### config.mk
export PLATFORM = sky130hd
export DESIGN_NAME = sacl_update
export DESIGN_NICKNAME = d
export VERILOG_FILES = /design/src/design/sacl_pkg.sv /design/src/design/sacl_update.sv
export SDC_FILE = /design/constraint.sdc
export NUM_CORES = 1
export LEC_CHECK = 0
export BUFFER_PORTS_ARGS = -buffer_cell sky130_fd_sc_hd__buf_4
export CORE_AREA = 2 2 134 136
export DETAILED_ROUTE_END_ITERATION = 8
export DIE_AREA = 0 0 136 138
export GPL_TIMING_DRIVEN = 0
export MAX_ROUTING_LAYER = met4
export SLEW_MARGIN = 5
export SYNTH_ARGS = -nofsm -noshare
export SYNTH_HDL_FRONTEND = slang
export SYNTH_SLANG_ARGS = --single-unit
### constraint.sdc
create_clock -name vclk -period 3.3
set_input_delay 0.165 -clock vclk [all_inputs]
set_output_delay 0.165 -clock vclk [all_outputs]
set_load 0.03 [all_outputs]
### src/design/sacl_pkg.sv
// ----------------------------------------------------------------------------
// sacl_pkg
// shared sizes, codes and types of the set-associative tag cache
// ----------------------------------------------------------------------------
`default_nettype none

package sacl_pkg;

	// cache geometry
	localparam int SET_COUNT  = 64;
	localparam int NUM_WAYS   = 4;
	localparam int LINE_BYTES = 64;

	// address split
	localparam int ADDR_W = 48;
	localparam int OFFS_W = $clog2(LINE_BYTES);
	localparam int SET_W  = (SET_COUNT > 1) ? $clog2(SET_COUNT) : 1;
	localparam int SET_LO = OFFS_W;
	localparam int TAG_LO = OFFS_W + $clog2(SET_COUNT);
	localparam int TAG_W  = ADDR_W - TAG_LO;
	localparam int WAY_W  = (NUM_WAYS > 1) ? $clog2(NUM_WAYS) : 1;
	// ram row: tags of all ways, dirty bits of all ways on top
	localparam int ROW_W  = (TAG_W + 1) * NUM_WAYS;

	// statistics
	localparam int CNT_W = 32;
	localparam logic [CNT_W-1:0] CNT_MAX = '1;

	// stream word widths
	localparam int S_TDATA_W = ((ADDR_W + 7) / 8) * 8;
	localparam int S_TUSER_W = 1;
	localparam int M_FIELD_W = 3 + 4 * CNT_W;
	localparam int M_TDATA_W = ((M_FIELD_W + 7) / 8) * 8;

	// configuration port
	localparam int CFG_IDX_W  = 4;
	localparam int CFG_DATA_W = 1;

	localparam logic [CFG_IDX_W-1:0] CFG_REPLACE_MODE = 4'd0;
	localparam logic [CFG_IDX_W-1:0] CFG_WRITE_BACK   = 4'd1;

	// codes
	localparam logic CMD_READ  = 1'b0;
	localparam logic CMD_WRITE = 1'b1;
	localparam logic REPL_LRU  = 1'b0;
	localparam logic REPL_FIFO = 1'b1;
	localparam logic WB_OFF    = 1'b0;
	localparam logic WB_ON     = 1'b1;

	typedef logic [TAG_W-1:0]    tag_t;
	typedef tag_t [NUM_WAYS-1:0] tag_row_t;
	typedef logic [NUM_WAYS-1:0] way_bits_t;
	typedef logic [SET_W-1:0]    set_idx_t;
	typedef logic [CNT_W-1:0]    cnt_t;

	// outcome of one lookup
	typedef struct packed {
		logic hit;
		logic mem_write;
	} lookup_t;

	// the four running totals
	typedef struct packed {
		cnt_t writes;
		cnt_t reads;
		cnt_t misses;
		cnt_t hits;
	} stats_t;

endpackage

`default_nettype wire

### src/design/sacl_update.sv
// ----------------------------------------------------------------------------
// sacl_update
// tag match and replacement-order update of one set
// ----------------------------------------------------------------------------
`default_nettype none

module sacl_update (
	input  wire sacl_pkg::tag_t      tag,
	input  wire logic                is_write,
	input  wire logic                replace_mode,
	input  wire logic                write_back,
	input  wire sacl_pkg::tag_row_t  old_tags,
	input  wire sacl_pkg::way_bits_t old_valid,
	input  wire sacl_pkg::way_bits_t old_dirty,
	output sacl_pkg::tag_row_t       new_tags,
	output sacl_pkg::way_bits_t      new_valid,
	output sacl_pkg::way_bits_t      new_dirty,
	output sacl_pkg::lookup_t        result
);

	import sacl_pkg::*;

	way_bits_t        match;
	logic             hit;
	logic [WAY_W-1:0] hit_way;
	logic             lru_hit;
	logic             hit_dirty;
	logic             victim_dirty;

	// first valid way with a matching tag
	always_comb begin
		hit     = 1'b0;
		hit_way = '0;
		for (int i = 0; i < NUM_WAYS; i++) begin
			match[i] = old_valid[i] && (old_tags[i] == tag);
		end
		for (int i = NUM_WAYS - 1; i >= 0; i--) begin
			if (match[i]) begin
				hit     = 1'b1;
				hit_way = WAY_W'(i);
			end
		end
	end

	assign lru_hit      = hit && (replace_mode == REPL_LRU);
	assign hit_dirty    = old_dirty[hit_way];
	assign victim_dirty = old_valid[NUM_WAYS-1] && old_dirty[NUM_WAYS-1];

	// ways at or above the hit move down one on an lru hit, all ways on a miss
	always_comb begin
		new_tags  = old_tags;
		new_valid = old_valid;
		new_dirty = old_dirty;
		if (hit && !lru_hit) begin
			new_dirty[hit_way] = hit_dirty | is_write;
		end else begin
			for (int i = 1; i < NUM_WAYS; i++) begin
				if (!hit || (WAY_W'(i) <= hit_way)) begin
					new_tags[i]  = old_tags[i-1];
					new_valid[i] = old_valid[i-1];
					new_dirty[i] = old_dirty[i-1];
				end
			end
			new_tags[0]  = tag;
			new_valid[0] = 1'b1;
			new_dirty[0] = hit ? (hit_dirty | is_write) : is_write;
		end
	end

	always_comb begin
		result.hit = hit;
		if (hit) begin
			result.mem_write = (is_write == CMD_WRITE) && (write_back == WB_OFF);
		end else begin
			result.mem_write = (write_back == WB_ON) && victim_dirty;
		end
	end

endmodule

`default_nettype wire

==> results_dict.tcl <==
set metrics [dict create \
    firstDrtPassIters 5 \
    holdWs_ps 685 \
    place_worst_setup_slack_ps -386 \
    syn2layout_area_growth_pct 68.2 \
    critPathCaptureType "primary output" \
    vias 4800 \
    seqCellArea_sq_um 0 \
    ys_seq_area_share_pct 0 \
    wirelength_um 24200 \
    synthesis.area_sq_mm 0.00400 \
    setup_slack_ps 165 \
    die_w_um 136 \
    min_path_type "input pin to primary output" \
    syn_area_per_cell_sq_um 8.86 \
    start_util_pct 22.8 \
    drv_slew 0 \
    std_cell_rows 49 \
    numSequentialCells 0 \
    antenna_left 0 \
    drc 0 \
    ir_drop_v 0.0000643 \
    start_kind "input pin" \
    drt-wirelength-per-cell_um 24.3 \
    p_leak_nw 3.09 \
    worst_pin_slew_ps 478 \
    cellPowerDensity_mw_per_mm2 146 \
    p_total_uw 985 \
    rsz0062_at_grt "false" \
    num-nets-final 958 \
    grt_max_degree 11 \
    place.detailed.hpwl_um 20400 \
    dpl_cell_area_sq_mm 0.00662 \
    syn_inst 452 \
    clkbuf_count 0 \
    maxCapViolCount 0 \
    critPathKind "input pin to primary output" \
    ys_warn_count 0 \
    fin_area_sq_mm 0.00674 \
    p_seq_share_pct 0 \
    p_comb_share_pct 100.0 \
    port_buffers 310 \
    grt_pass1_vias 5011 \
    grt_pass1_wl_um 33300 \
    gp_congestion 0.886 \
    routed_via_density 4.82 \
    fmax_mhz 319 \
    cp_data_arrival_time_ps 2970 \
    p_int_uw 439 \
    core_sq_mm 0.0175 \
    relSlewSlack_pct 67.9 \
    synth_cell_types 45 \
    status "finished clean" \
    setup_viol 0 \
    drt_iter0_markers 304 \
    crit_fanout 10 \
    layout_commonest_cell "buf_4" \
    netSwitchingPower_uw 546 \
    fin_crit_sh_pct 95.0 \
    dieArea_sq_mm 0.0188 \
    cp_data_required_time_ps 3130 \
    power_switching_share_pct 55.4 \
    synth_fp_nets 643 \
    final_cell_mix "316 x buf_4, 96 x xnor2_1, 61 x mux2_2" \
    drive_above_1_share_pct 60.9 \
    antenna_found_initial 1 \
    die_h_um 138 \
    clkPwrFrac_pct 0 \
    grt_usage_pct 25.0 \
    hold_violations 0 \
    io_pins 345 \
    grt-ovfl-total 0 \
    min_period_ps 3140 \
]
[layer usage]
metal	vias up	wire length, um	GRT usage, %	part of all wire (%)
met1	2332	10400	31.6	43
met5	-	0	-	0
met4	0	336	4.22	1.4
met3	18	1120	1.43	4.6
li1	2244	-	-	-
met2	206	12300	44.2	51
[timing repair]
action | CTS | global route
hold buffers | 0 | 0
setup buffers | 2 | 1
pin swaps | 1 | 2
endpoints found under the hold margin | 0 | 0
resized for setup | 8 | 6
setup endpoints to repair | 143 | 115
[cells in the mapped netlist (2+ instances only)]
cell	number	share of area [%]
xnor2_1	98	21
mux2_2	61	17
mux2_1	57	16
xor2_1	37	8.1
buf_2	30	3.7
mux2_4	28	10
nand4_1	25	3.9
nor4_1	14	2.2
nand3_1	12	1.5
buf_6	11	3.1
inv_1	8	0.75
nand2_1	6	0.56
nand2b_1	6	0.94
nor2_1	6	0.56
o21ai_0	6	0.75
clkbuf_2	5	0.62
a21oi_1	3	0.37
buf_4	3	0.56
nor2b_1	3	0.47
nor3_1	3	0.37
a2bb2oi_1	2	0.44
and3_1	2	0.31
clkbuf_1	2	0.19
nand3b_1	2	0.37
o31ai_1	2	0.37
[metrics by stage]
| step | TNS, ps | utilization [%] | instances |
|---|---|---|---|
| after floorplan | 0 | - | 452 |
| after global placement | -23900 | 37.7 | 991 |
| after detailed placement | -23260 | 37.7 | 991 |
| after CTS | 0 | 38.1 | 993 |
| after global routing | 0 | 38.4 | 995 |
| final | 0 | 38.4 | 995 |
[worst max-delay path, cell delays in order]
cell and delay (ps):
buf_2 150, xnor2_1 400, nand4_1 210, nor4_2 380, and3_1 380, o41ai_4 140, nand2_1 140, buf_6 220
buf_6 230, mux2_1 360, buf_4 180
[kinds of logic (layout without fill, tap and decap cells)]
group           count (synthesis)  after routing  synth area share (%)
mux                           147            147                  43.9
xor+xnor                      135            135                  29.5
simple gates                   85             85                  12.8
buf+inv                        59            372                  8.97
compound gates                 26             26                  4.75
other cells                     0              1                     0
[power by group through the flow]
stage	combinational, mW	clock, mW	sequential [mW]
floorplan	0.512	0	0
global placement	0.974	0	0
detailed placement	0.977	0	0
CTS	0.987	0	0
global route	1.04	0.0000000407	0
finish	0.985	0.0000000407	0
[worst paths after layout]
kind	from	endpoint	slack, ps	cells after the start
worst max-delay path	tag[22]	new_tags[71]	160	11
worst min-delay path	old_tags[108]	new_tags[108]	690	3
[layout make-up]
class                           instances  area, sq um
Fill cell                            1878        10800
Multi-Input combinational cell        393         3740
Timing Repair Buffer                  313         2350
Buffer                                 51          329
Tap cell                              229          287
Inverter                                8         30.0
Antenna cell                            1         2.50
Note: power is estimated with default switching activity, not from simulation.
