$ cat config.mk
export PLATFORM = sky130hd
export DESIGN_NAME = sacl_stats
export DESIGN_NICKNAME = d
export VERILOG_FILES = /design/src/design/sacl_pkg.sv /design/src/design/sacl_stats.sv
export SDC_FILE = /design/constraint.sdc
export NUM_CORES = 1
export LEC_CHECK = 0
export ABC_CLOCK_PERIOD_IN_PS = 3100
export BUFFER_PORTS_ARGS = -buffer_cell sky130_fd_sc_hd__buf_2
export CORE_AREA = 4 4 151 153
export CTS_CLUSTER_SIZE = 8
export DETAILED_ROUTE_END_ITERATION = 7
export DIE_AREA = 0 0 155 157
export PLACE_DENSITY = 0.61
export SYNTH_ARGS = -nofsm -noshare
export SYNTH_HDL_FRONTEND = slang
export SYNTH_SLANG_ARGS = --single-unit
$ cat constraint.sdc
create_clock -name clk -period 3.1 [get_ports clk]
set_clock_uncertainty 0.2 [all_clocks]
set_input_delay 0 -clock clk [delete_from_list [all_inputs] [get_ports clk]]
set_output_delay 0 -clock clk [all_outputs]
set_load 0.03 [all_outputs]
$ cat src/design/sacl_pkg.sv
// ----------------------------------------------------------------------------
// sacl_pkg
// shared sizes, codes and types of the set-associative tag cache
// ----------------------------------------------------------------------------
`default_nettype none

package sacl_pkg;

	// cache geometry
	localparam int SET_COUNT  = 64;
	localparam int NUM_WAYS   = 4;
	localparam int LINE_BYTES = 64;

	// address split
	localparam int ADDR_W = 48;
	localparam int OFFS_W = $clog2(LINE_BYTES);
	localparam int SET_W  = (SET_COUNT > 1) ? $clog2(SET_COUNT) : 1;
	localparam int SET_LO = OFFS_W;
	localparam int TAG_LO = OFFS_W + $clog2(SET_COUNT);
	localparam int TAG_W  = ADDR_W - TAG_LO;
	localparam int WAY_W  = (NUM_WAYS > 1) ? $clog2(NUM_WAYS) : 1;
	// ram row: tags of all ways, dirty bits of all ways on top
	localparam int ROW_W  = (TAG_W + 1) * NUM_WAYS;

	// statistics
	localparam int CNT_W = 32;
	localparam logic [CNT_W-1:0] CNT_MAX = '1;

	// stream word widths
	localparam int S_TDATA_W = ((ADDR_W + 7) / 8) * 8;
	localparam int S_TUSER_W = 1;
	localparam int M_FIELD_W = 3 + 4 * CNT_W;
	localparam int M_TDATA_W = ((M_FIELD_W + 7) / 8) * 8;

	// configuration port
	localparam int CFG_IDX_W  = 4;
	localparam int CFG_DATA_W = 1;

	localparam logic [CFG_IDX_W-1:0] CFG_REPLACE_MODE = 4'd0;
	localparam logic [CFG_IDX_W-1:0] CFG_WRITE_BACK   = 4'd1;

	// codes
	localparam logic CMD_READ  = 1'b0;
	localparam logic CMD_WRITE = 1'b1;
	localparam logic REPL_LRU  = 1'b0;
	localparam logic REPL_FIFO = 1'b1;
	localparam logic WB_OFF    = 1'b0;
	localparam logic WB_ON     = 1'b1;

	typedef logic [TAG_W-1:0]    tag_t;
	typedef tag_t [NUM_WAYS-1:0] tag_row_t;
	typedef logic [NUM_WAYS-1:0] way_bits_t;
	typedef logic [SET_W-1:0]    set_idx_t;
	typedef logic [CNT_W-1:0]    cnt_t;

	// outcome of one lookup
	typedef struct packed {
		logic hit;
		logic mem_write;
	} lookup_t;

	// the four running totals
	typedef struct packed {
		cnt_t writes;
		cnt_t reads;
		cnt_t misses;
		cnt_t hits;
	} stats_t;

endpackage

`default_nettype wire

$ cat src/design/sacl_stats.sv
// ----------------------------------------------------------------------------
// sacl_stats
// saturating hit, miss, fill and memory-write totals
// ----------------------------------------------------------------------------
`default_nettype none

module sacl_stats (
	input  wire logic              clk,
	input  wire logic              arst_n,
	input  wire logic              update,
	input  wire sacl_pkg::lookup_t result,
	output sacl_pkg::stats_t       totals_next
);

	import sacl_pkg::*;

	stats_t totals_q;

	function automatic cnt_t sat_inc(input cnt_t v, input logic en);
		sat_inc = (en && (v != CNT_MAX)) ? v + cnt_t'(1) : v;
	endfunction

	// totals after the access now being retired
	always_comb begin
		totals_next.hits   = sat_inc(totals_q.hits, result.hit);
		totals_next.misses = sat_inc(totals_q.misses, !result.hit);
		totals_next.reads  = sat_inc(totals_q.reads, !result.hit);
		totals_next.writes = sat_inc(totals_q.writes, result.mem_write);
	end

	always_ff @(posedge clk or negedge arst_n) begin
		if (!arst_n) begin
			totals_q <= '0;
		end else if (update) begin
			totals_q <= totals_next;
		end
	end

endmodule

`default_nettype wire

==> results.py <==
metrics = {
    "status": {
        "status": "finished, violations left",
        "violations": "hold timing",
    },
    "critical_path": {
        "r2r.worst_path.cells": 6,
        "critPathLaunchType": "flip-flop",
        "critPathMaxFanout": 5,
        "cp.arrival_ns": 2.73,
        "critPathKind": "reg2out",
        "regToRegSetupSlack_ns": 0.55,
        "timing.rr.start": "totals_q[96]",
        "endpoint_kind": "output pin",
        "worst_ep_required_time_ns": 2.90,
        "worstReg2RegEnd": "totals_q[97]",
    },
    "layout": {
        "seq_area_um2": 3206,
        "drive_above_1_share_pct": 21.96,
        "syn_to_final_growth_pct": 21.20,
        "multi_input_area_um2": 5089,
        "top_regs": "totals_q (128)",
        "fillers": 2079,
        "largest_reg_flops": 128,
        "regMostFlops": "totals_q",
        "fin_nets": 1116,
        "utilization_pct": 47.82,
        "layout_commonest_cell": "buf_2",
        "most-common-layout-cells": "buf_2 (131), dfrtp_1 (126), xor2_1 (120)",
        "diodes": 0,
        "final_area_um2": 10310,
    },
    "global_route": {
        "track_usage_pct": 18.70,
        "grt-ovfl-total": 0,
        "grt_pass1_vias": 7304,
        "grt_pass1_wl_um": 37280,
        "antenna_found_initial": 0,
        "grt_max_degree": 76,
    },
    "synthesis": {
        "synth_fa_ha_area_share_pct": 0.5885,
        "synth-seq-area-share_pct": 37.66,
        "synth_cell_types": 48,
        "synth_area_um2": 8504,
        "ys.flop_type": "dfrtp_1",
        "synth_xor_area_share_pct": 24.72,
        "postSynthCellCount": 975,
        "avgSynthCellArea_um2": 8.722,
        "ys_ff_latch": 128,
        "synth_top_family_by_area": "simple AND/OR/NAND/NOR gates",
        "synth-warning-count": 0,
        "synth_compound_area_share_pct": 2.325,
        "syn_nets": 984,
        "synth_edf_count": 0,
        "synthSimpleGateAreaFrac_pct": 29.95,
        "synthMuxAreaShare_pct": 1.177,
        "synthArstFlopShare_pct": 100.0,
    },
    "floorplan": {
        "die_y_um": 157,
        "start_util_pct": 39.46,
        "rows": 54,
        "ios": 133,
        "die_w_um": 155,
        "coreArea_um2": 21550,
        "dieArea_um2": 24340,
    },
    "power_and_ir_drop": {
        "vdd_drop_max_uv": 370.7,
        "p_leak_nw": 4.976,
        "powerDensity_nw_per_um2": 519.0,
        "p_total_mw": 5.349,
    },
    "sta": {
        "hold_violations": 9,
        "setup_ws_ns": 0.1689,
        "tns_ns": 0,
        "period_needed_ns": 2.931,
        "tightestPinTransition_ns": 0.8572,
        "drv_slew": 0,
        "post-route-period-util_pct": 94.55,
        "fmax_mhz": 341.2,
        "slew_headroom_pct": 42.59,
        "grt_setup_unrepaired": "true",
        "setup_viol": 0,
        "whs_ns": -0.03024,
    },
    "clocking": {
        "insertion_delay_ns": 0.42,
        "clock-root-buffer": "clkbuf_16",
        "cts.path.max_buffers": 2,
        "cts_buffers": 17,
        "path_clk_slew_ns": 0.06,
        "clkSinkCount": 128,
        "htreeDepth": 4,
        "cts_tree": "built",
    },
    "detailed_routing": {
        "dr.pass1.iters": 5,
        "vias": 7518,
        "wl_met3_um": 1238,
        "top_layer": "met4",
        "drc": 0,
        "drt-vias-per-instance": 5.370,
        "dr_wl_met2_um": 10410,
        "ant_nets": 0,
        "routed_wl_um": 22420,
        "wl_per_cell_um": 16.01,
        "drt-met1-wl_um": 10310,
        "drt-initial-drc-count": 410,
    },
    "placement": {
        "place_area_um2": 9537,
        "gp_congestion": 0.8759,
        "dp_hpwl_um": 16350,
        "pre_cts_slack_ns": 0.3266,
        "io_buffers": 132,
    },
    "run": {
        "drv_cap": 0,
    },
    "hold_path": {
        "hold_path.class": "in2async",
    },
}
==> worst max path at each step <==
stage                             start          endpoint  slack [ns]  depth (start not counted)
after floorplan             totals_q[0]    totals_next[5]        0.50                          7
after global placement     totals_q[96]  totals_next[123]        0.35                          7
after detailed placement   totals_q[96]  totals_next[123]        0.33                          7
after CTS                  totals_q[34]   totals_next[51]        0.01                          6
after global routing      totals_q[104]  totals_next[127]       -0.03                          6
final                      totals_q[64]   totals_next[84]        0.17                          7
==> per-stage QoR <==
stage,hold WS (ns),instances
after global routing,0.07361,1400
final,-0.03024,1400
after global placement,-0.1104,1359
after detailed placement,-0.1106,1359
after floorplan,-0.4956,975
after CTS,0.004431,1395
==> synthesized netlist by cell type, drive strengths merged, types with 4 or more instances <==
master	instances	area [um^2]
a21oi	4	20.02
a31oi	7	43.79
and2	9	56.31
and3	23	143.9
and4	11	96.34
buf	22	105.1
clkbuf	42	168.9
dfrtp	128	3203
ha	4	50.05
inv	8	30.03
mux2	8	90.09
nand2	119	449.2
nand3	70	355.3
nand4	61	381.6
nor2	87	329.1
nor2b	4	25.02
nor3	58	290.3
nor4	32	225.2
or3	7	43.79
or4	5	41.29
xnor2	120	1051
xor2	120	1051
==> layout make-up <==
cell class | instances | area share [%]
tap | 280 | 3.399
clock buffer | 18 | 4.261
inverter | 8 | 0.2913
sequential | 128 | 31.10
timing repair buffer | 177 | 9.966
clock inverter | 14 | 1.614
multi-input combinational | 775 | 49.37
==> logic make-up (layout without fill, tap and decap cells) <==
| kind of cell | after synthesis | in the layout |
|---|---|---|
| xor+xnor | 240 | 240 |
| fa+ha+maj | 4 | 4 |
| simple gates | 498 | 498 |
| flops | 128 | 128 |
| compound gates | 24 | 24 |
| mux | 9 | 9 |
| buf+inv | 72 | 217 |
==> worst max-delay path, stage by stage (launching register included) <==
cell and delay [ns]:
dfrtp_1 0.42, ha_2 0.26, nand2b_1 0.15, or4_4 0.55, a2111oi_4 0.46, nand2_1 0.12, xnor2_1 0.14, buf_2 0.21
==> what timing repair did <==
item	in CTS	in global routing
endpoints found under the hold margin	150	0
gates resized for setup	1	16
hold buffers	4	0
pin swaps	0	4
setup buffers	0	5
setup endpoints to repair	17	38
==> routing by layer <==
layer,up-vias,GRT usage [%]
li1,3614,-
met2,230,29.92
met1,3636,25.48
met5,-,0
met4,0,6.770
met3,38,3.437
==> where the power goes <==
group / total, mW / switching (mW) / internal (mW)
sequential: 2.07 / 0.252 / 1.82
clock: 2.08 / 0.795 / 1.28
combinational: 1.20 / 0.781 / 0.420
total: 5.35 / 1.83 / 3.52
No activity file was read; power rests on OpenSTA's default activity.
