<file path="config.mk">
export PLATFORM = sky130hd
export DESIGN_NAME = sacl_ram
export DESIGN_NICKNAME = d
export VERILOG_FILES = /design/src/design/sacl_ram.sv
export SDC_FILE = /design/constraint.sdc
export NUM_CORES = 1
export LEC_CHECK = 0
export CAP_MARGIN = 20
export CORE_MARGIN = 2
export CORE_UTILIZATION = 40
export DETAILED_ROUTE_END_ITERATION = 12
export DONT_BUFFER_PORTS = 1
export HOLD_SLACK_MARGIN = 0.02
export PLACE_DENSITY_LB_ADDON = 0.2
export REMOVE_ABC_BUFFERS = 1
export SLEW_MARGIN = 20
export SYNTH_ARGS = -nofsm -noshare
export SYNTH_HDL_FRONTEND = slang
export SYNTH_SLANG_ARGS = --single-unit
</file>
<file path="constraint.sdc">
create_clock -name clk -period 1.9 [get_ports clk]
set_input_delay 0.38 -clock clk [delete_from_list [all_inputs] [get_ports clk]]
set_output_delay 0.38 -clock clk [all_outputs]
set_load 0.02 [all_outputs]
</file>
<file path="src/design/sacl_ram.sv">
// ----------------------------------------------------------------------------
// sacl_ram
// generic single-write, single-read ram with registered read data
// ----------------------------------------------------------------------------
`default_nettype none

module sacl_ram #(
	parameter int WIDTH = 8,
	parameter int DEPTH = 16
) (
	input  wire logic                     clk,
	input  wire logic                     we,
	input  wire logic [$clog2(DEPTH)-1:0] waddr,
	input  wire logic [WIDTH-1:0]         wdata,
	input  wire logic                     re,
	input  wire logic [$clog2(DEPTH)-1:0] raddr,
	output logic      [WIDTH-1:0]         rdata
);

	logic [WIDTH-1:0] mem_q [DEPTH];

	always_ff @(posedge clk) begin
		if (we) begin
			mem_q[waddr] <= wdata;
		end
	end

	// old data on a same-address write
	always_ff @(posedge clk) begin
		if (re) begin
			rdata <= mem_q[raddr];
		end
	end

endmodule

`default_nettype wire

</file>
==> impl_metrics.tcl, run 1 <==
set metrics [dict create \
    outcome "finished, final reports clean" \
    vias 2305 \
    fin_area_mm2 0.00604 \
    fin_hold_ws_ns 0.0701 \
    period_share_pct 79.0 \
    dieArea_mm2 0.0140 \
    end_kind "flop" \
    final_cells 441 \
    fill_cells 1076 \
    drv_cap 0 \
    cts.clk_slew.worst_paths_ns 0.05 \
    grt_pass1_wl_mm 15.1 \
    peakVddDrop_uv 565 \
    netlist-cell-type-count 18 \
    hold_buffers 0 \
    final_util_pct 47.6 \
    syn_inst 229 \
    diodes 0 \
    fin_total_pwr_mw 6.65 \
    viasPerCell 5.23 \
    rsz0062_at_grt "no" \
    drc 0 \
    num-nets-final 275 \
    die_x_um 118 \
    cts_tree "yes" \
    routabilityCongestion 0.671 \
    coreArea_mm2 0.0127 \
    drive_gt1_share_pct 23.0 \
    r2r_start "mem_q[2][4]$_DFFE_PP_" \
    portBuffers 0 \
    dpl.cell_count 409 \
    antenna_found_initial 0 \
    grt_max_degree 33 \
    cts.htree.levels 4 \
    cts_buffers 17 \
    crit_type "flop to flop" \
    arrival_ns 1.65 \
    areaGrowthSynthToFinish_pct 15.5 \
    synth_top_area_share_pct 78.1 \
    crit_required_ns 2.05 \
    leakage_nw 1.97 \
    dr.pass1.iters 4 \
    avgSynthCellArea_um2 22.8 \
    cts_setup_buffers 0 \
    hp-start "wdata[1]" \
    powerDensity_mw_per_mm2 1100 \
    start_util_pct 41.3 \
    netlist_area_mm2 0.00523 \
    fin_skew_ns 0.00506 \
    track_usage_pct 15.3 \
    fmax_mhz 666 \
    synth-seq-cells 136 \
    dp_slack_ns 0.324 \
    period_minus_slack_ns 1.50 \
    cp-start-kind "flop" \
    hold_class "input port to flop" \
    seq_area_mm2 0.00408 \
    synth_area_leaders "edfxtp_1 (78%), mux4_2 (7.8%), mux4_1 (7.0%)" \
    postLayoutSetupSlackWorst_ns 0.399 \
    routedWlPerCell_um 22.6 \
    grt_pass1_vias 2484 \
    drv_slew 0 \
    max_slew_margin_pct 73.0 \
    wl_mm 9.98 \
    cts_buffer_depth 2 \
    finalSetupTns_ns 0 \
    multiInputGateArea_mm2 0.00106 \
    dp.final_hpwl_mm 6.14 \
    antenna_left 0 \
    cts_resized 0 \
    startpoint "mem_q[2][4]$_DFFE_PP_" \
    setup_violations 0 \
    ys_seq_area_share_pct 78.1 \
    cp_max_fo 1 \
    worst_pin_slew_ns 0.405 \
    finalHoldViolations 0 \
    yosysWarnings 0 \
    dpl_cell_area_mm2 0.00549 \
    rows 41 \
    cts.sink_count 136 \
    overflow 0 \
    die_h_um 118 \
    worstSkewPairLatency_ns 0.40 \
    drt_iter0_drc 227 \
    io_pins 27 \
    cts_root_buf "clkbuf_16" \
    yosysTopAreaCell "edfxtp_1" \
]
-- per-layer routing --
layer / GRT usage [%] / vias to the layer above / share of wire [%] / routed length (um)
met5: 0 / - / 0 / 0
met4: 5.20 / 0 / 0.53 / 53
met2: 22.8 / 73 / 47 / 4730
met3: 5.36 / 4 / 6.5 / 652
li1: - / 1033 / - / -
met1: 21.0 / 1195 / 46 / 4540
-- path summary, 6_finish.rpt --
| kind | endpoint | slack (ns) | cells after the start |
|---|---|---|---|
| min | mem_q[15][1]$_DFFE_PP_ | 0.07 | 0 |
| max reg2reg | rdata[4]$_DFFE_PP_ | 0.40 | 3 |
| min reg2reg | rdata[4]$_DFFE_PP_ | 0.76 | 3 |
| max | rdata[4]$_DFFE_PP_ | 0.40 | 3 |
-- registers in the layout (all words and copies together) (netlist names) --
signal	count
mem_q	128
rdata	8
-- cell families (layout without fill, tap and decap cells) --
| group | after synthesis | in the layout | synth area share (%) |
|---|---|---|---|
| flip-flops | 136 | 136 | 78.1 |
| AND/OR/NAND/NOR | 35 | 35 | 3.14 |
| multiplexers | 32 | 32 | 14.8 |
| AO/OA/AOI/OAI | 16 | 16 | 2.30 |
| buffers and inverters | 10 | 50 | 1.65 |
-- placed cells by master, fill, tap and decap left out --
cell type,Yosys,routed
nand3b_1,2,2
and2_1,1,1
nand2_1,9,9
clkinv_1,0,4
edfxtp_1,136,136
or3b_2,1,1
mux4_2,18,18
a22oi_1,16,16
nor3_1,4,4
clkinv_2,0,5
buf_4,1,18
nor2_1,13,13
nand2b_1,2,2
clkbuf_1,0,3
bufinv_16,0,2
clkbuf_16,0,17
nand3_1,1,1
and2b_1,1,1
mux4_1,14,14
nor2b_1,1,1
clkinv_4,0,1
-- area by class of cell --
class	count	share of cell area, %
tap	172	3.56
timing repair buffer	18	2.24
clock inverter	12	1.80
clock buffer	20	7.23
multi-input combinational	83	17.5
sequential	136	67.6
-- cells in the mapped netlist --
master	n
and2b_1	1
buf_4	1
mux4_2	18
nand3_1	1
nor3_1	4
nand2b_1	2
mux4_1	14
nand3b_1	2
or3b_2	1
buf_6	3
a22oi_1	16
nor2_1	13
nand2_1	9
buf_2	3
and2_1	1
clkdlybuf4s25_2	3
edfxtp_1	136
nor2b_1	1
-- worst max-delay path: stages, from the launching register on --
cell and delay (ns):
edfxtp_1 0.39, mux4_2 0.49, a22oi_1 0.28, nand2_1 0.08
-- power breakdown --
part	switching (mW)	leakage [nW]	total, mW	internal, mW
Clock	1.14	0.271	3.04	1.90
Sequential	0.0405	1.24	3.43	3.38
Combinational	0.0776	0.466	0.181	0.104
Total	1.26	1.97	6.65	5.39
Power figures use the tool's default switching activity.
==> inputs of run 2 (changes only) <==
- ABC_AREA: not set -> 1
- clock period: 1.9 -> 1.44 ns (I/O delays scaled with it)
==> run 2 against run 1 <==
  * Critical path depth is 2 lower
  * First-iteration DRC count is 37% higher
  * Combinational power grew to 2.5 times the previous value
  * Design area is 13% higher
  * Sequential power is 32% higher
  * Largest cell class unchanged
  * Critical endpoint is now mem_q[15][5]$_DFFE_PP_
  * Utilization is 0.21 points lower
==> impl_metrics.tcl, run 2 <==
set metrics [dict create \
    grt_pass1_vias 3703 \
    synth_ff_type "edfxtp_1" \
    vias 3765 \
    clkPwrFrac_pct 48.3 \
    multiInputGateArea_mm2 0.00121 \
    synthMostInstantiatedCell "nand2_1" \
    cts.htree.levels 4 \
    p_int_mw 7.67 \
    grt_max_degree 66 \
    wl_mm 13.5 \
    swShare_pct 20.3 \
    dp.final_hpwl_mm 8.34 \
    synth_top_area_share_pct 69.8 \
    drc 0 \
    setup_violations 0 \
    end_kind "flop" \
    coreArea_mm2 0.0144 \
    yosysTopAreaCell "edfxtp_1" \
    fill_cells 1294 \
    worst_pin_slew_ns 0.831 \
    fin_skew_ns 0.00894 \
    slowest_delay_ns 1.08 \
    die_x_um 125 \
    hold_class "input port to flop" \
    finalSetupTns_ns 0 \
    syn_inst 551 \
    dieArea_mm2 0.0156 \
    antenna_left 0 \
    peakVddDrop_uv 854 \
    top_regs "mem_q (128), rdata (8)" \
    r2r_start "mem_q[12][0]$_DFFE_PP_" \
    cts_buffers 17 \
    grt_pass1_wl_mm 20.9 \
    viasPerCell 4.87 \
    fin_total_pwr_mw 9.63 \
    netlist_area_mm2 0.00585 \
    finalHoldViolations 0 \
    areaGrowthSynthToFinish_pct 17.0 \
    rows 44 \
    seq_area_mm2 0.00408 \
    cp_top_family "buffers and inverters" \
    final_common_cell "nand2_1" \
    final_util_pct 47.4 \
    avgSynthCellArea_um2 10.6 \
    drt_iter0_drc 311 \
    max_slew_margin_pct 44.4 \
    routedWlPerCell_um 17.4 \
    synth_area_leaders "edfxtp_1 (70%), nand2_1 (11%), nand3_1 (8.3%)" \
    portBuffers 0 \
    period_minus_slack_ns 1.28 \
    outcome "finished, final reports clean" \
    period_share_pct 88.6 \
    cts_root_buf "clkbuf_16" \
    synth-seq-cells 136 \
    cts.clk_slew.worst_paths_ns 0.06 \
    cts.sink_count 136 \
    leakage_nw 2.90 \
    regMostFlops "mem_q" \
    ys_seq_area_share_pct 69.8 \
    largest_reg_flops 128 \
    routabilityCongestion 0.749 \
    netlist-cell-type-count 11 \
    arrival_ns 1.37 \
    final_cell_mix "nand2_1 (173), edfxtp_1 (136), inv_1 (100)" \
    dr.pass1.iters 5 \
    fin_hold_ws_ns 0.107 \
    drive_gt1_share_pct 9.17 \
    worstSkewPairLatency_ns 0.42 \
    start_util_pct 40.5 \
    antenna_found_initial 0 \
    drv_slew 0 \
    cts_buffer_depth 2 \
    crit_required_ns 1.54 \
    p_seq_share_pct 46.9 \
    drv_cap 0 \
    track_usage_pct 17.9 \
    path_cells "dlygate4sd3_1" \
    crit_type "input port to flop" \
    fmax_mhz 784 \
    startpoint "wdata[5]" \
    num-nets-final 597 \
    cts_tree "yes" \
    combPwrFrac_pct 4.8 \
    yosysWarnings 0 \
    powerDensity_mw_per_mm2 1410 \
    io_pins 27 \
    cp_slowest_cell "dlygate4sd3_1" \
    path_buf_inv 1 \
    cp-start-kind "input port" \
    hp-start "raddr[3]" \
    cp_max_fo 16 \
    async_reset_ff_share_pct 0 \
    overflow 0 \
    synth_edf_count 136 \
    rsz0062_at_grt "no" \
    die_h_um 125 \
    diodes 0 \
    synth_common_cells "nand2_1 (173), edfxtp_1 (136), inv_1 (100), nand3_1 (97), nor2_1 (17)" \
    p_sw_mw 1.95 \
]
==> run 2: changes by cell type in the layout (fill, tap and decap cells not counted), moves of 3 or more <==
cell	before	now
mux4_1	14	0
nand2_1	9	173
nand3_1	1	97
buf_12	0	3
dlygate4sd3_1	0	9
nor2_1	13	17
inv_1	0	100
clkinv_1	4	0
a22oi_1	16	0
nor3_1	4	0
mux4_2	18	0
clkinv_2	5	2
bufinv_16	2	5
==> run 2: power by group through the flow <==
stage | Clock [mW] | Combinational (mW) | Sequential [mW]
floorplan | 0 | 0.239 | 4.59
global placement | 0 | 0.368 | 4.60
detailed placement | 0 | 0.371 | 4.60
CTS | 4.69 | 0.467 | 4.52
global route | 4.83 | 0.517 | 4.52
finish | 4.65 | 0.461 | 4.52
==> run 2: worst register-to-register path: cells and delay by family (launching register included) <==
family	cells	cell delay [ns]
AND/OR/NAND/NOR	5	0.49
flip-flops	1	0.36
buffers and inverters	1	0.06
==> run 2: logic make-up after synthesis <==
| kind of cell | synth area share [%] |
|---|---|
| and+or+nand+nor | 20.8 |
| DFF | 69.8 |
| buffers and inverters | 9.39 |
==> run 2: metrics by stage <==
step           cell area [um2]  cells  setup WS (ns)
6_report                  6840    773          0.164
5_1_grt                   6840    773         0.0958
4_1_cts                   6840    773          0.170
3_5_place_dp              6120    734         0.0793
3_3_place_gp              6120    734          0.108
2_1_floorplan             5680    527         0.0314
==> run 2: routing by layer <==
| metal | wire [um] | global-route usage (%) |
|---|---|---|
| met4 | 255 | 7.32 |
| met3 | 576 | 2.92 |
| met1 | 6290 | 24.6 |
| met2 | 6340 | 28.7 |
| met5 | 0 | 0 |
==> run 2: area by class of cell <==
| class | count | area share [%] |
|---|---|---|
| well taps | 184 | 3.37 |
| repair buffers | 32 | 4.39 |
| flip-flops and latches | 136 | 59.7 |
| clock buffers | 18 | 6.27 |
| inverters | 102 | 5.60 |
| clock inverters | 12 | 2.94 |
| multi-input cells | 289 | 17.7 |
==> run 2: final timing paths <==
path | endpoint | slack (ns) | cells after the start
worst min register to register | rdata[2]$_DFFE_PP_ | 0.75 | 6
worst min-delay path | rdata[7]$_DFFE_PP_ | 0.11 | 2
worst max register to register | rdata[0]$_DFFE_PP_ | 0.29 | 6
worst max-delay path | mem_q[15][5]$_DFFE_PP_ | 0.16 | 1
==> run 2: what timing repair did <==
item,4_1_cts,5_1_grt
buffers inserted,0,0
hold buffers,9,0
endpoints found under the hold margin,136,0
endpoints found under the setup margin,0,0
gates resized for setup,0,0
==> inputs of run 3 (changes only) <==
- CAP_MARGIN: 20 -> not set
- CORE_UTILIZATION: 40 -> 63
- clock period: 1.44 -> 1.36 ns (I/O delays scaled with it)
==> run 3 against run 2 <==
  * Clock power is 13% lower
  * Worst hold slack worse by 0.063 ns
  * Utilization is 25 points higher
  * Register-to-register slack worse by 0.07 ns
  * Worst setup slack worse by 0.10 ns
  * Die area is 35% lower
==> impl_metrics.tcl, run 3 (synthesis results as in run 2) <==
set metrics [dict create \
    final_util_pct 72.7 \
    drv_slew 0 \
    hold_end "rdata[7]$_DFFE_PP_" \
    rsz0062_at_grt "no" \
    track_usage_pct 26.7 \
    cts_buffers 17 \
    viasPerCell 5.60 \
    antenna_left 0 \
    period_minus_slack_ns 1.30 \
    rows 35 \
    routedWlPerCell_um 18.3 \
    largest_reg_flops 128 \
    finalSetupTns_ns 0 \
    num-nets-final 595 \
    setup_violations 0 \
    r2r-end "rdata[0]$_DFFE_PP_" \
    worst_pin_slew_ns 0.749 \
    dpl_cell_area_mm2 0.00599 \
    seq_area_mm2 0.00408 \
    postLayoutSetupSlackWorst_ns 0.0592 \
    grt_pass1_wl_mm 19.5 \
    grt_max_degree 66 \
    die_h_um 100 \
    crit_required_ns 1.09 \
    worstHoldPathCells 3 \
    cts_root_buf "clkbuf_8" \
    antenna_found_initial 2 \
    end_kind "output pin" \
    coreArea_mm2 0.00911 \
    regMostFlops "mem_q" \
    wl_mm 12.8 \
    cp-start-kind "flop" \
    final_common_cell "nand2_1" \
    crit_type "flop to output pin" \
    fin_hold_ws_ns 0.0438 \
    hold_class "input port to flop" \
    ff2ff_setup_slack_ns 0.22 \
    areaGrowthSynthToFinish_pct 13.3 \
    leakage_nw 2.82 \
    fill_cells 652 \
    r2r_start "mem_q[13][0]$_DFFE_PP_" \
    top_regs "mem_q (128), rdata (8)" \
    drt_iter0_drc 416 \
    fmax_mhz 769 \
    finalHoldViolations 0 \
    drive_gt1_share_pct 8.50 \
    dieArea_mm2 0.0101 \
    overflow 0 \
    vias 3929 \
    dp_slack_ns 0.0124 \
    period_share_pct 95.6 \
    hp-start "raddr[2]" \
    dr.pass1.iters 5 \
    powerDensity_mw_per_mm2 1400 \
    multiInputGateArea_mm2 0.00121 \
    die_x_um 100 \
    start_util_pct 64.2 \
    cts.htree.levels 4 \
    portBuffers 0 \
    dp.final_hpwl_mm 7.72 \
    drv_cap 0 \
    cp_max_fo 1 \
    drc 0 \
    peakVddDrop_uv 1170 \
    routabilityCongestion 0.949 \
    fin_area_mm2 0.00662 \
    worstSkewPairLatency_ns 0.52 \
    cts_tree "yes" \
    outcome "finished, final reports clean" \
    arrival_ns 1.03 \
    final_cell_mix "nand2_1 (173), edfxtp_1 (136), inv_1 (100)" \
    cts_buffer_depth 2 \
    ff2ff_path_depth 6 \
    cts.clk_slew.worst_paths_ns 0.06 \
    fin_skew_ns 0.00580 \
    grt_pass1_vias 3697 \
    max_slew_margin_pct 49.9 \
    startpoint "rdata[2]$_DFFE_PP_" \
    io_pins 27 \
    cts.sink_count 136 \
]
-- run 3: changes by cell type in the layout (fill, tap and decap cells not counted), moves of 2 or more --
cell | previous run | this run
bufinv_16 | 5 | 1
clkinv_1 | 0 | 3
buf_4 | 20 | 18
diode_2 | 0 | 2
clkinvlp_4 | 2 | 6
clkinv_4 | 2 | 0
-- run 3: per-stage QoR --
step,std cells,total power [mW]
final,701,9.29
after detailed placement,658,5.24
after CTS,699,9.31
after global placement,658,5.23
after floorplan,527,5.11
after global routing,701,9.54
-- run 3: how the worst max path moves through the flow --
stage,endpoint,slack [ns],cells after the start
after floorplan,rdata[2]$_DFFE_PP_,-0.03,6
final,rdata[2],0.06,0
after CTS,rdata[4],0.04,0
after detailed placement,rdata[4]$_DFFE_PP_,0.01,7
after global placement,rdata[4]$_DFFE_PP_,0.05,7
after global routing,rdata[2],0.03,0
-- run 3: metal layers --
layer | wire, um | global-route usage (%) | part of all wire, %
met5 | 0 | 0 | 0
met2 | 5870 | 39.6 | 46
met3 | 1270 | 6.82 | 9.9
met4 | 290 | 9.38 | 2.3
met1 | 5410 | 39.1 | 42
-- run 3: repair_timing --
item,CTS,global route
hold buffers,10,0
endpoints found under the hold margin,142,0
gates resized for setup,0,0
setup buffers,0,0
setup endpoints to repair,0,0
-- run 3: where the power goes --
group / leakage, nW / switching, mW / internal (mW)
Sequential: 1.24 / 0.0549 / 4.73
Combinational: 1.35 / 0.325 / 0.155
Clock: 0.240 / 1.65 / 2.38
Total: 2.82 / 2.03 / 7.26
-- run 3: cell type report --
class                           instances  share of cell area (%)
Antenna cell                            2                  0.0756
Clock buffer                           17                    6.25
Clock inverter                         14                    1.66
Inverter                              102                    5.78
Multi-Input combinational cell        289                    18.3
Sequential cell                       136                    61.7
Tap cell                              111                    2.10
Timing Repair Buffer                   30                    4.16
